`src/rtl/ted_pkg.sv`:
```
// shared types and constants for the text encoding detector
`timescale 1ns / 1ps
`default_nettype none

package ted_pkg;

  localparam int unsigned BYTE_W = 8;
  localparam int unsigned ENC_W  = 3;

  localparam logic [ENC_W-1:0] ENC_UTF8     = 3'd0;
  localparam logic [ENC_W-1:0] ENC_UTF8_BOM = 3'd1;
  localparam logic [ENC_W-1:0] ENC_UTF16_LE = 3'd2;
  localparam logic [ENC_W-1:0] ENC_UTF16_BE = 3'd3;
  localparam logic [ENC_W-1:0] ENC_ANSI     = 3'd4;

  localparam logic [BYTE_W-1:0] BOM8_0  = 8'hEF;
  localparam logic [BYTE_W-1:0] BOM8_1  = 8'hBB;
  localparam logic [BYTE_W-1:0] BOM8_2  = 8'hBF;
  localparam logic [BYTE_W-1:0] BOM16_A = 8'hFF;
  localparam logic [BYTE_W-1:0] BOM16_B = 8'hFE;

  localparam logic [BYTE_W-1:0] MASK_CONT   = 8'd192;
  localparam logic [BYTE_W-1:0] MASK_LEAD3  = 8'd224;
  localparam logic [BYTE_W-1:0] MASK_LEAD4  = 8'd240;
  localparam logic [BYTE_W-1:0] MASK_LEAD5  = 8'd248;
  localparam logic [BYTE_W-1:0] CONT_MARK   = 8'd128;
  localparam logic [BYTE_W-1:0] LEAD2_MARK  = 8'd192;
  localparam logic [BYTE_W-1:0] LEAD3_MARK  = 8'd224;
  localparam logic [BYTE_W-1:0] LEAD4_MARK  = 8'd240;
  localparam logic [BYTE_W-1:0] LEAD2_MAX_BAD = 8'd193;
  localparam logic [BYTE_W-1:0] LEAD4_LIMIT = 8'd245;

  typedef struct packed {
    logic [1:0]        count;
    logic [BYTE_W-1:0] head0;
    logic [BYTE_W-1:0] head1;
    logic [BYTE_W-1:0] head2;
    logic [1:0]        pend;
    logic              invalid;
    logic              stopped;
  } ted_state_t;

endpackage

`default_nettype wire

```
`src/rtl/ted_step.sv`:
```
// per-byte state update and end-of-file encoding decision
`timescale 1ns / 1ps
`default_nettype none

module ted_step (
  input  wire ted_pkg::ted_state_t           state,
  input  wire logic [ted_pkg::BYTE_W-1:0]    data_byte,
  input  wire logic                          has_byte,
  output ted_pkg::ted_state_t                state_nxt,
  output logic [ted_pkg::ENC_W-1:0]          encoding
);
  import ted_pkg::*;

  logic bad;

  // head capture and utf-8 scan
  always_comb begin
    state_nxt = state;
    if (has_byte) begin
      case (state.count)
        2'd0: begin
          state_nxt.head0 = data_byte;
          state_nxt.count = 2'd1;
        end
        2'd1: begin
          state_nxt.head1 = data_byte;
          state_nxt.count = 2'd2;
        end
        2'd2: begin
          state_nxt.head2 = data_byte;
          state_nxt.count = 2'd3;
        end
        default: begin
          state_nxt.count = state.count;
        end
      endcase
      if (!state.stopped && !state.invalid) begin
        if (data_byte == '0) begin
          if (state.pend != 2'd0) begin
            state_nxt.invalid = 1'b1;
          end
          state_nxt.stopped = 1'b1;
        end else if (state.pend != 2'd0) begin
          if ((data_byte & MASK_CONT) != CONT_MARK) begin
            state_nxt.invalid = 1'b1;
          end else begin
            state_nxt.pend = state.pend - 2'd1;
          end
        end else if (data_byte < CONT_MARK) begin
          state_nxt.pend = 2'd0;
        end else if ((data_byte & MASK_LEAD3) == LEAD2_MARK && data_byte > LEAD2_MAX_BAD) begin
          state_nxt.pend = 2'd1;
        end else if ((data_byte & MASK_LEAD4) == LEAD3_MARK) begin
          state_nxt.pend = 2'd2;
        end else if ((data_byte & MASK_LEAD5) == LEAD4_MARK && data_byte < LEAD4_LIMIT) begin
          state_nxt.pend = 2'd3;
        end else begin
          state_nxt.invalid = 1'b1;
        end
      end
    end
  end

  // decision on the state after this beat
  always_comb begin
    bad = state_nxt.invalid || (!state_nxt.stopped && state_nxt.pend != 2'd0);
    if (state_nxt.count == 2'd3 && state_nxt.head0 == BOM8_0 &&
        state_nxt.head1 == BOM8_1 && state_nxt.head2 == BOM8_2) begin
      encoding = ENC_UTF8_BOM;
    end else if (state_nxt.count >= 2'd2 && state_nxt.head0 == BOM16_A &&
                 state_nxt.head1 == BOM16_B) begin
      encoding = ENC_UTF16_LE;
    end else if (state_nxt.count >= 2'd2 && state_nxt.head0 == BOM16_B &&
                 state_nxt.head1 == BOM16_A) begin
      encoding = ENC_UTF16_BE;
    end else if (state_nxt.count < 2'd2) begin
      encoding = ENC_UTF8;
    end else if (state_nxt.head0 == '0) begin
      encoding = ENC_UTF16_BE;
    end else if (state_nxt.head1 == '0) begin
      encoding = ENC_UTF16_LE;
    end else if (bad) begin
      encoding = ENC_ANSI;
    end else begin
      encoding = ENC_UTF8;
    end
  end

endmodule

`default_nettype wire

```
`src/rtl/text_encoding_detector.sv`:
```
// top level of the text encoding detector: input register, file state, result register
//
//   channel  direction  handshake            payload
//   in_      input      in_valid / in_stall   in_data_byte, in_has_byte, in_last_byte
//   out_     output     out_valid / out_stall out_encoding
//
// one beat per cycle while in_stall is low; a beat is held in the input register and
// the result of a last beat is registered in the result register and shows on out_
// the input register drains every cycle except when it holds a last beat and
// the result register is full and stalled
// reset clears the file state and both valid flags; state clears after each file
`timescale 1ns / 1ps
`default_nettype none

module text_encoding_detector (
  input  wire logic                         clk,
  input  wire logic                         rst_n,
  input  wire logic                         in_valid,
  output logic                              in_stall,
  input  wire logic [ted_pkg::BYTE_W-1:0]   in_data_byte,
  input  wire logic                         in_has_byte,
  input  wire logic                         in_last_byte,
  output logic                              out_valid,
  input  wire logic                         out_stall,
  output logic [ted_pkg::ENC_W-1:0]         out_encoding
);
  import ted_pkg::*;

  logic              s1_valid_r;
  logic [BYTE_W-1:0] s1_byte_r;
  logic              s1_has_r;
  logic              s1_last_r;
  ted_state_t        state_r;
  ted_state_t        state_nxt;
  logic [ENC_W-1:0]  enc_nxt;
  logic              out_valid_r;
  logic [ENC_W-1:0]  out_encoding_r;
  logic              advance;

  ted_step u_step (
    .state     (state_r),
    .data_byte (s1_byte_r),
    .has_byte  (s1_has_r),
    .state_nxt (state_nxt),
    .encoding  (enc_nxt)
  );

  assign advance  = s1_valid_r && (!s1_last_r || !out_valid_r || !out_stall);
  assign in_stall = s1_valid_r && !advance;

  always_ff @(posedge clk) begin
    if (!rst_n) begin
      s1_valid_r <= 1'b0;
    end else if (!in_stall) begin
      s1_valid_r <= in_valid;
    end
  end

  always_ff @(posedge clk) begin
    if (in_valid && !in_stall) begin
      s1_byte_r <= in_data_byte;
      s1_has_r  <= in_has_byte;
      s1_last_r <= in_last_byte;
    end
  end

  // file state, cleared after the last beat
  always_ff @(posedge clk) begin
    if (!rst_n) begin
      state_r <= '0;
    end else if (advance) begin
      if (s1_last_r) begin
        state_r <= '0;
      end else begin
        state_r <= state_nxt;
      end
    end
  end

  always_ff @(posedge clk) begin
    if (!rst_n) begin
      out_valid_r <= 1'b0;
    end else if (advance && s1_last_r) begin
      out_valid_r <= 1'b1;
    end else if (!out_stall) begin
      out_valid_r <= 1'b0;
    end
  end

  always_ff @(posedge clk) begin
    if (advance && s1_last_r) begin
      out_encoding_r <= enc_nxt;
    end
  end

  assign out_valid    = out_valid_r;
  assign out_encoding = out_encoding_r;

endmodule

`default_nettype wire
```
`config.mk`:
```
export PLATFORM = sky130hd
export DESIGN_NAME = text_encoding_detector
export DESIGN_NICKNAME = d
export VERILOG_FILES = /design/src/rtl/ted_pkg.sv /design/src/rtl/ted_step.sv /design/src/rtl/text_encoding_detector.sv
export SDC_FILE = /design/constraint.sdc
export NUM_CORES = 1
export LEC_CHECK = 0
export BUFFER_PORTS_ARGS = -buffer_cell sky130_fd_sc_hd__buf_2
export CAP_MARGIN = 20
export CORE_MARGIN = 2
export CORE_UTILIZATION = 45
export CTS_BUF_LIST = sky130_fd_sc_hd__clkbuf_4
export CTS_CLUSTER_DIAMETER = 200
export DETAILED_ROUTE_END_ITERATION = 7
export HOLD_SLACK_MARGIN = 0.1
export PLACE_DENSITY_LB_ADDON = 0.05
export SYNTH_ARGS = -nofsm -noshare
export SYNTH_HDL_FRONTEND = slang
export SYNTH_SLANG_ARGS = --single-unit
export TNS_END_PERCENT = 30
```
`constraint.sdc`:
```
create_clock -name clk -period 2.2 [get_ports clk]
set_input_delay 0.55 -clock clk [delete_from_list [all_inputs] [get_ports clk]]
set_output_delay 0.55 -clock clk [all_outputs]
set_load 0.05 [all_outputs]
```
# ---- Yosys cells after proc, flatten, opt, wreduce, memory -nomap -nowiden
# Index checks and enable logic that the tools add are counted.
dict set report op_classes {
  add_sub_neg 1
  n_mul 0
  n_div 0
  order_cmp 5
  eq_ne 15
  shifts 0
  mux 30
  bitwise_logic 0
  reduce_logical 33
}
# cell n
set op_table {}
lappend op_table {{2-to-1 mux 30 bit} 2}
lappend op_table {{== test 8 bit (second input constant)} 7}
lappend op_table {{logical NOT 8 bit} 3}
lappend op_table {{2-to-1 mux 8 bit} 3}
lappend op_table {{2-to-1 mux 2 bit} 11}
lappend op_table {{< comparator 8 bit (second input constant)} 2}
lappend op_table {{logical AND 1 bit} 15}
lappend op_table {{2-to-1 mux 1 bit} 10}
lappend op_table {{> comparator 8 bit (second input constant)} 1}
lappend op_table {{logical NOT 1 bit} 8}
lappend op_table {{2-to-1 mux 3 bit} 2}
lappend op_table {{case mux 2 bit (3 select lines)} 1}
lappend op_table {{OR reduction 6 bit} 1}
lappend op_table {{== test 5 bit (second input constant)} 1}
lappend op_table {{== test 2 bit (second input constant)} 2}
lappend op_table {{== test 4 bit (second input constant)} 1}
lappend op_table {{2-to-1 mux 4 bit} 1}
lappend op_table {{nonzero test 2 bit} 2}
lappend op_table {{== test 3 bit (second input constant)} 1}
lappend op_table {{logical OR 1 bit} 3}
lappend op_table {{== test 2 x 1 -> 1 bit (second input constant)} 1}
lappend op_table {{>= comparator 2 bit (second input constant)} 1}
lappend op_table {{logical NOT 2 bit} 1}
lappend op_table {{< comparator 2 bit (second input constant)} 1}
lappend op_table {{3 further kinds} 3}
dict set report word_totals {
  regBits 45
  latchBits 0
  ramBits 0
  mem_bits_ro 0
  in_bits 14
  output_inout_bits 5
  wordCells 98
  n_memories 0
}

# ---- Depth between registers and ports, before layout
dict set report depth {
  depth_word 19
  depth_mapped 8
  depth_no_buf 7
}

# ---- Modules after synthesis
# A second synthesis with hierarchy kept.
dict set report unflattened {
  cells_unflattened 226
  hier_area_um2 2388.5
}
# mod instances cells_each area_per_inst_um2 seq_area_each_um2
set modules_own_cells {}
lappend modules_own_cells {text_encoding_detector 1 92 1440.1 1031.0}
lappend modules_own_cells {ted_step 1 134 948.4 0.0}

# ---- Worst setup path after synthesis
# No wires, ideal clock.
dict set report synth_timing {
  path_type {register to register}
  from {reg out_valid_r, in the netlist out_valid}
  to {reg s1_byte_r[0], enable pin}
  arrival_time_ns 1.871
  required_ns 1.856
  path_slack_ns -0.015
  path_stages_with_launch 4
  synth_period_minus_slack_ns 2.215
  cell_sequence {dfxtp_1 > nand2_1 > nor2_1 > nor2b_1}
}
dict set report synth_between {
  elab_chain_cells 8
}
# item line_no
set synth_rtl {}
lappend synth_rtl {{from (decl)} text_encoding_detector.sv:36} ;# logic out_valid_r;
lappend synth_rtl {{from (signal assigned)} text_encoding_detector.sv:82} ;# out_valid_r <= 1'b0;
lappend synth_rtl {{from (signal assigned)} text_encoding_detector.sv:84} ;# out_valid_r <= 1'b1;
lappend synth_rtl {{from (signal assigned)} text_encoding_detector.sv:86} ;# out_valid_r <= 1'b0;
lappend synth_rtl {{logical NOT 1 bit} text_encoding_detector.sv:48} ;# assign advance = s1_valid_r && (!s1_last_r || !out_valid_r || !out_stall);
lappend synth_rtl {{logical OR 1 bit (2 in series)} text_encoding_detector.sv:48}
lappend synth_rtl {{logical AND 1 bit} text_encoding_detector.sv:48}
lappend synth_rtl {{logical NOT 1 bit} text_encoding_detector.sv:49} ;# assign in_stall = s1_valid_r && !advance;
lappend synth_rtl {{logical AND 1 bit} text_encoding_detector.sv:49}
lappend synth_rtl {{via in_stall} text_encoding_detector.sv:19} ;# output logic in_stall,
lappend synth_rtl {{logical NOT 1 bit} text_encoding_detector.sv:60} ;# if (in_valid && !in_stall) begin
lappend synth_rtl {{logical AND 1 bit} text_encoding_detector.sv:60}
lappend synth_rtl {{to (signal assigned)} text_encoding_detector.sv:61} ;# s1_byte_r <= in_data_byte;
lappend synth_rtl {{to (decl)} text_encoding_detector.sv:30} ;# logic [BYTE_W-1:0] s1_byte_r;
# The timed path passes the listed nets, and every way through them passes these cells.
# A chain may end at the register's enable or synchronous reset.

# ---- Worst setup path in the final report
dict set report layout_timing {
  from {reg s1_byte_r[6]}
  to {reg out_encoding_r[2], in the netlist out_encoding[2], data pin}
}
dict set report layout_between {
  elab_chain_cells 14
  word_cells_on_any_way 51
  cone_classes {order compare (3); eq/ne (11); mux (20); reduce/logical (17)}
}
# item line_no
set layout_rtl {}
lappend layout_rtl {{< comparator 8 bit or == test 5 bit (tied branches)} ted_step.sv:55} ;# end else if ((data_byte & MASK_LEAD5) == LEAD4_MARK && data_byte < LEAD4_LIMIT) begin
lappend layout_rtl {{logical AND 1 bit} ted_step.sv:55}
lappend layout_rtl {{2-to-1 mux 2 bit} ted_step.sv:55}
lappend layout_rtl {{2-to-1 mux 2 bit} ted_step.sv:53} ;# end else if ((data_byte & MASK_LEAD4) == LEAD3_MARK) begin
lappend layout_rtl {{2-to-1 mux 2 bit} ted_step.sv:51} ;# end else if ((data_byte & MASK_LEAD3) == LEAD2_MARK && data_byte > LEAD2_MAX_BAD) begin
lappend layout_rtl {{2-to-1 mux 2 bit} ted_step.sv:49} ;# end else if (data_byte < CONT_MARK) begin
lappend layout_rtl {{2-to-1 mux 3 bit} ted_step.sv:43} ;# end else if (state.pend != 2'd0) begin
lappend layout_rtl {{2-to-1 mux 2 bit} ted_step.sv:38} ;# if (data_byte == '0) begin
lappend layout_rtl {{2-to-1 mux 4 bit} ted_step.sv:37} ;# if (!state.stopped && !state.invalid) begin
lappend layout_rtl {{2-to-1 mux 30 bit (*)} ted_step.sv:19} ;# if (has_byte) begin
lappend layout_rtl {{nonzero test 2 bit} ted_step.sv:66} ;# bad = state_nxt.invalid || (!state_nxt.stopped && state_nxt.pend != 2'd0);
lappend layout_rtl {{logical AND 1 bit} ted_step.sv:66}
lappend layout_rtl {{logical OR 1 bit} ted_step.sv:66}
lappend layout_rtl {{2-to-1 mux 3 bit} ted_step.sv:82} ;# end else if (bad) begin
lappend layout_rtl {{to (signal assigned)} text_encoding_detector.sv:92} ;# out_encoding_r <= enc_nxt;
lappend layout_rtl {{to (decl)} text_encoding_detector.sv:37} ;# logic [ENC_W-1:0] out_encoding_r;
# Every way passes the cells marked *; elsewhere a longest branch is shown, timed or not.

==> results.rst <==
.. list-table::
   :header-rows: 1

   * - Metric
     - Value
   * - # diodes
     - 0
   * - Number of max-slew violations in the final report
     - 0
   * - Count of nets left with antenna violations after detail routing
     - 0
   * - Pleak
     - 0.974 nW
   * - Fraction of layout cells with a size suffix above 1
     - 24.4%
   * - Number of antenna violations at the first check in global routing
     - 0
   * - Source of the worst register-to-register timing path
     - s1_byte_r[6]$_DFFE_PP_
   * - Residual DRC count
     - 0
   * - HP Start
     - in_data_byte[5]
   * - Avg Inst Size Synth
     - 9.46 sq um
   * - Worst Max-Slew Pin Slew
     - 0.791 ns
   * - Clock sinks
     - 45
   * - Mapped cell area
     - 2430 sq um
   * - Post-route worst setup slack
     - 0.151 ns
   * - Post-CTS clock slew at the launch and capture registers of the worst setup and hold paths
     - 0.14 ns
   * - All-layer global routing usage
     - 20.9%
   * - Result of the run
     - complete, no violations
   * - Reg-to-reg endpoint
     - out_encoding[2]$_SDFFCE_PP0P_
   * - Worst EP arrival
     - 2.15 ns
   * - Number of flops mapped to enable cells by yosys
     - 13
   * - Vias per Instance
     - 5.72
   * - Total vias in the final route
     - 2,089
   * - Number of standard cells in the layout, taps in and fillers out
     - 365
   * - Fmax
     - 488 MHz
   * - Area of the die
     - 6010 sq um
   * - Most common library cell in the layout ignoring fill and taps
     - sky130_fd_sc_hd__nor2b_1
   * - Biggest area contributors in the synthesized netlist
     - sky130_fd_sc_hd__dfxtp_1 (26%), sky130_fd_sc_hd__edfxtp_1 (16%), sky130_fd_sc_hd__nor2b_1 (9.5%), sky130_fd_sc_hd__a22oi_1 (8.0%), sky130_fd_sc_hd__nand2_1 (3.1%)
   * - Cells after Synth
     - 257
   * - Slew headroom
     - 46.9%
   * - Hold Crit Endpoint
     - s1_byte_r[5]$_DFFE_PP_
   * - Average routed wire per standard cell
     - 16.6 um
   * - Post-synth net total
     - 272
   * - Cell Chain, Critical Path
     - buf_4, nand4b_1, mux2i_1, nand4_1, nor4_2, nand2_1, nor4b_1
   * - Hold slack final
     - 0.363 ns
   * - Count of warnings emitted by yosys
     - 0
   * - Clock tree from TritonCTS
     - built
   * - Cell count of the worst reg-to-reg path
     - 7
   * - Commonest cells after routing, fill and taps aside
     - sky130_fd_sc_hd__nor2b_1 (36), sky130_fd_sc_hd__dfxtp_1 (31), sky130_fd_sc_hd__buf_4 (27)
   * - Flops & latches, synth
     - 45
   * - Count of endpoints failing hold in the final timing report
     - 0
   * - Largest net degree at the start of global routing
     - 31
   * - Startpoint class of the critical path
     - register
   * - Worst clock skew on the final layout
     - 0.0134 ns
   * - Post-place setup slack
     - 0.113 ns
   * - Die Span X
     - 77.5 um
   * - Pwr dens
     - 533 nW/um^2
   * - Category of the worst setup path capture point
     - register
   * - Deepest level of the CTS H-tree
     - 2
   * - Area growth from synthesis to layout
     - 16.0%
   * - Cell Rows
     - 26
   * - Final WL
     - 6.07 mm
   * - Initial Utilization
     - 47.0%
   * - Remaining global-route overflow
     - 0
   * - Number of endpoints failing setup at the final stage
     - 0
   * - Number of top-level pins
     - 19
   * - Max-capacitance violation count
     - 0
   * - Core Region
     - 5170 sq um
   * - Clock buffers created by TritonCTS
     - 5
   * - Instance count after placement with tap cells included
     - 345
   * - Final critical-path required period
     - 2.05 ns
   * - Library cell occupying the most area in the post-synthesis netlist
     - sky130_fd_sc_hd__dfxtp_1
   * - Crit path largest cell delay
     - 0.54 ns
   * - Portion of the post-synthesis area used by sequential elements
     - 42.4%
   * - Wire length of the first global-routing pass
     - 9.88 mm
   * - Async set-reset flop share out of synthesis
     - 0%
   * - Hold path cells
     - 1
   * - Worst EP required
     - 2.30 ns
   * - Count of input and output buffers
     - 18
   * - Post-Route Setup TNS
     - 0 ns
   * - Post-DP HPWL
     - 4.39 mm
   * - Max FO, Critical Path
     - 8
   * - Number of unique standard cell types used by synthesis
     - 57
   * - IR drop worst, VDD
     - 0.356 mV
   * - Nets
     - 309
   * - Worst hold path type
     - input port to register
   * - Predominant post-synthesis flop cell
     - sky130_fd_sc_hd__dfxtp_1
   * - Max Root-Sink Buffers
     - 2
   * - Crit Path Class
     - register to register
   * - Number of detailed-route iterations in the first pass
     - 4
   * - Global placement routability congestion
     - 0.910
   * - Cell chosen for the clock root
     - sky130_fd_sc_hd__clkbuf_4
   * - Die height
     - 77.5 um
   * - Via count of the first global-routing pass
     - 1,897
   * - Final Cycle Share
     - 93.1%
   * - Worst path slowest cell
     - sky130_fd_sc_hd__edfxtp_1
   * - Clock Latency Late Sink
     - 0.35 ns
   * - Worst-case register-to-register setup slack
     - 0.15 ns
   * - Count of routing violations after the opening detailed-route iteration
     - 217
   * - Share of Yosys cell area claimed by the top area cell type
     - 26.3%
==> power by group <==
group	internal (mW)	leakage, nW	switching [mW]
clock	0.136	0.0336	0.260
sequential	0.873	0.388	0.0245
combinational	0.0935	0.553	0.118
total	1.10	0.974	0.403
==> worst max-delay path by stage <==
stage                     slack (ns)                   start                       endpoint
after floorplan                 0.29  out_valid$_SDFFE_PN0P_         s1_byte_r[0]$_DFFE_PP_
after global placement          0.05      s1_has_r$_DFFE_PP_  out_encoding[2]$_SDFFCE_PP0P_
after detailed placement        0.11      s1_has_r$_DFFE_PP_  out_encoding[2]$_SDFFCE_PP0P_
after CTS                       0.08      s1_has_r$_DFFE_PP_  out_encoding[2]$_SDFFCE_PP0P_
after global routing           -0.02      s1_has_r$_DFFE_PP_  out_encoding[2]$_SDFFCE_PP0P_
final                           0.15  s1_byte_r[6]$_DFFE_PP_  out_encoding[2]$_SDFFCE_PP0P_
==> layout make-up <==
cell class                      instances  area (sq um)
Multi-Input combinational cell        193          1340
Clock inverter                          2          10.0
Fill cell                             473          2350
Inverter                                4          15.0
Sequential cell                        45          1030
Timing Repair Buffer                   45           293
Clock buffer                            6          45.0
Tap cell                               70          87.6
==> cells by family after synthesis <==
logic type | synth area share, %
AOI/OAI and AO/OA | 21.4
muxes | 1.44
xor gates and xnor gates | 0.360
adders and majority gates | 0.514
DFF | 42.4
buffers and inverters | 4.27
and+or+nand+nor | 29.6
==> cell usage after synthesis, drive strengths merged (6+ instances only) <==
library cell,count
o21ai,8
a21oi,6
buf,9
a22oi,27
dfxtp,32
nand3,8
edfxtp,13
nor2,17
nor4,7
clkbuf,6
nor2b,37
nor3,6
nand2,20
==> metal layers <==
| layer | GRT usage (%) | wire length (um) | vias to the layer above |
|---|---|---|---|
| li1 | - | - | 1033 |
| met1 | 31.7 | 2900 | 973 |
| met2 | 29.0 | 2630 | 71 |
| met3 | 4.30 | 428 | 12 |
| met4 | 7.68 | 114 | 0 |
| met5 | 0 | 0 | - |
==> stage by stage <==
step / power (mW) / cell area (sq um) / util [%]
3_3_place_gp: 1.10 / 2640 / 51.0
5_1_grt: 1.57 / 2820 / 54.6
6_report: 1.51 / 2820 / 54.6
2_1_floorplan: 1.04 / 2430 / -
3_5_place_dp: 1.10 / 2640 / 51.0
4_1_cts: 1.49 / 2690 / 52.0
==> worst max-delay path, delay by kind of cell, from the launching register on <==
family	cells	cell delay, ns
buffers and inverters	1	0.20
muxes	1	0.14
and+or+nand+nor	5	0.91
DFF	1	0.54
==> registers in the layout, indices dropped and copies added (netlist names) <==
| signal | cells |
|---|---|
| out_encoding | 3 |
| out_valid | 1 |
| s1_byte_r | 8 |
| s1_has_r | 1 |
| s1_last_r | 1 |
| s1_valid_r | 1 |
| state_r | 30 |
==> repair_timing <==
item | in CTS | in global routing
setup endpoints to repair | 0 | 2
setup buffers | 0 | 12
resized for setup | 0 | 8
hold buffers | 0 | 0
hold endpoints to repair | 0 | 0
Power figures use the tool's default switching activity.
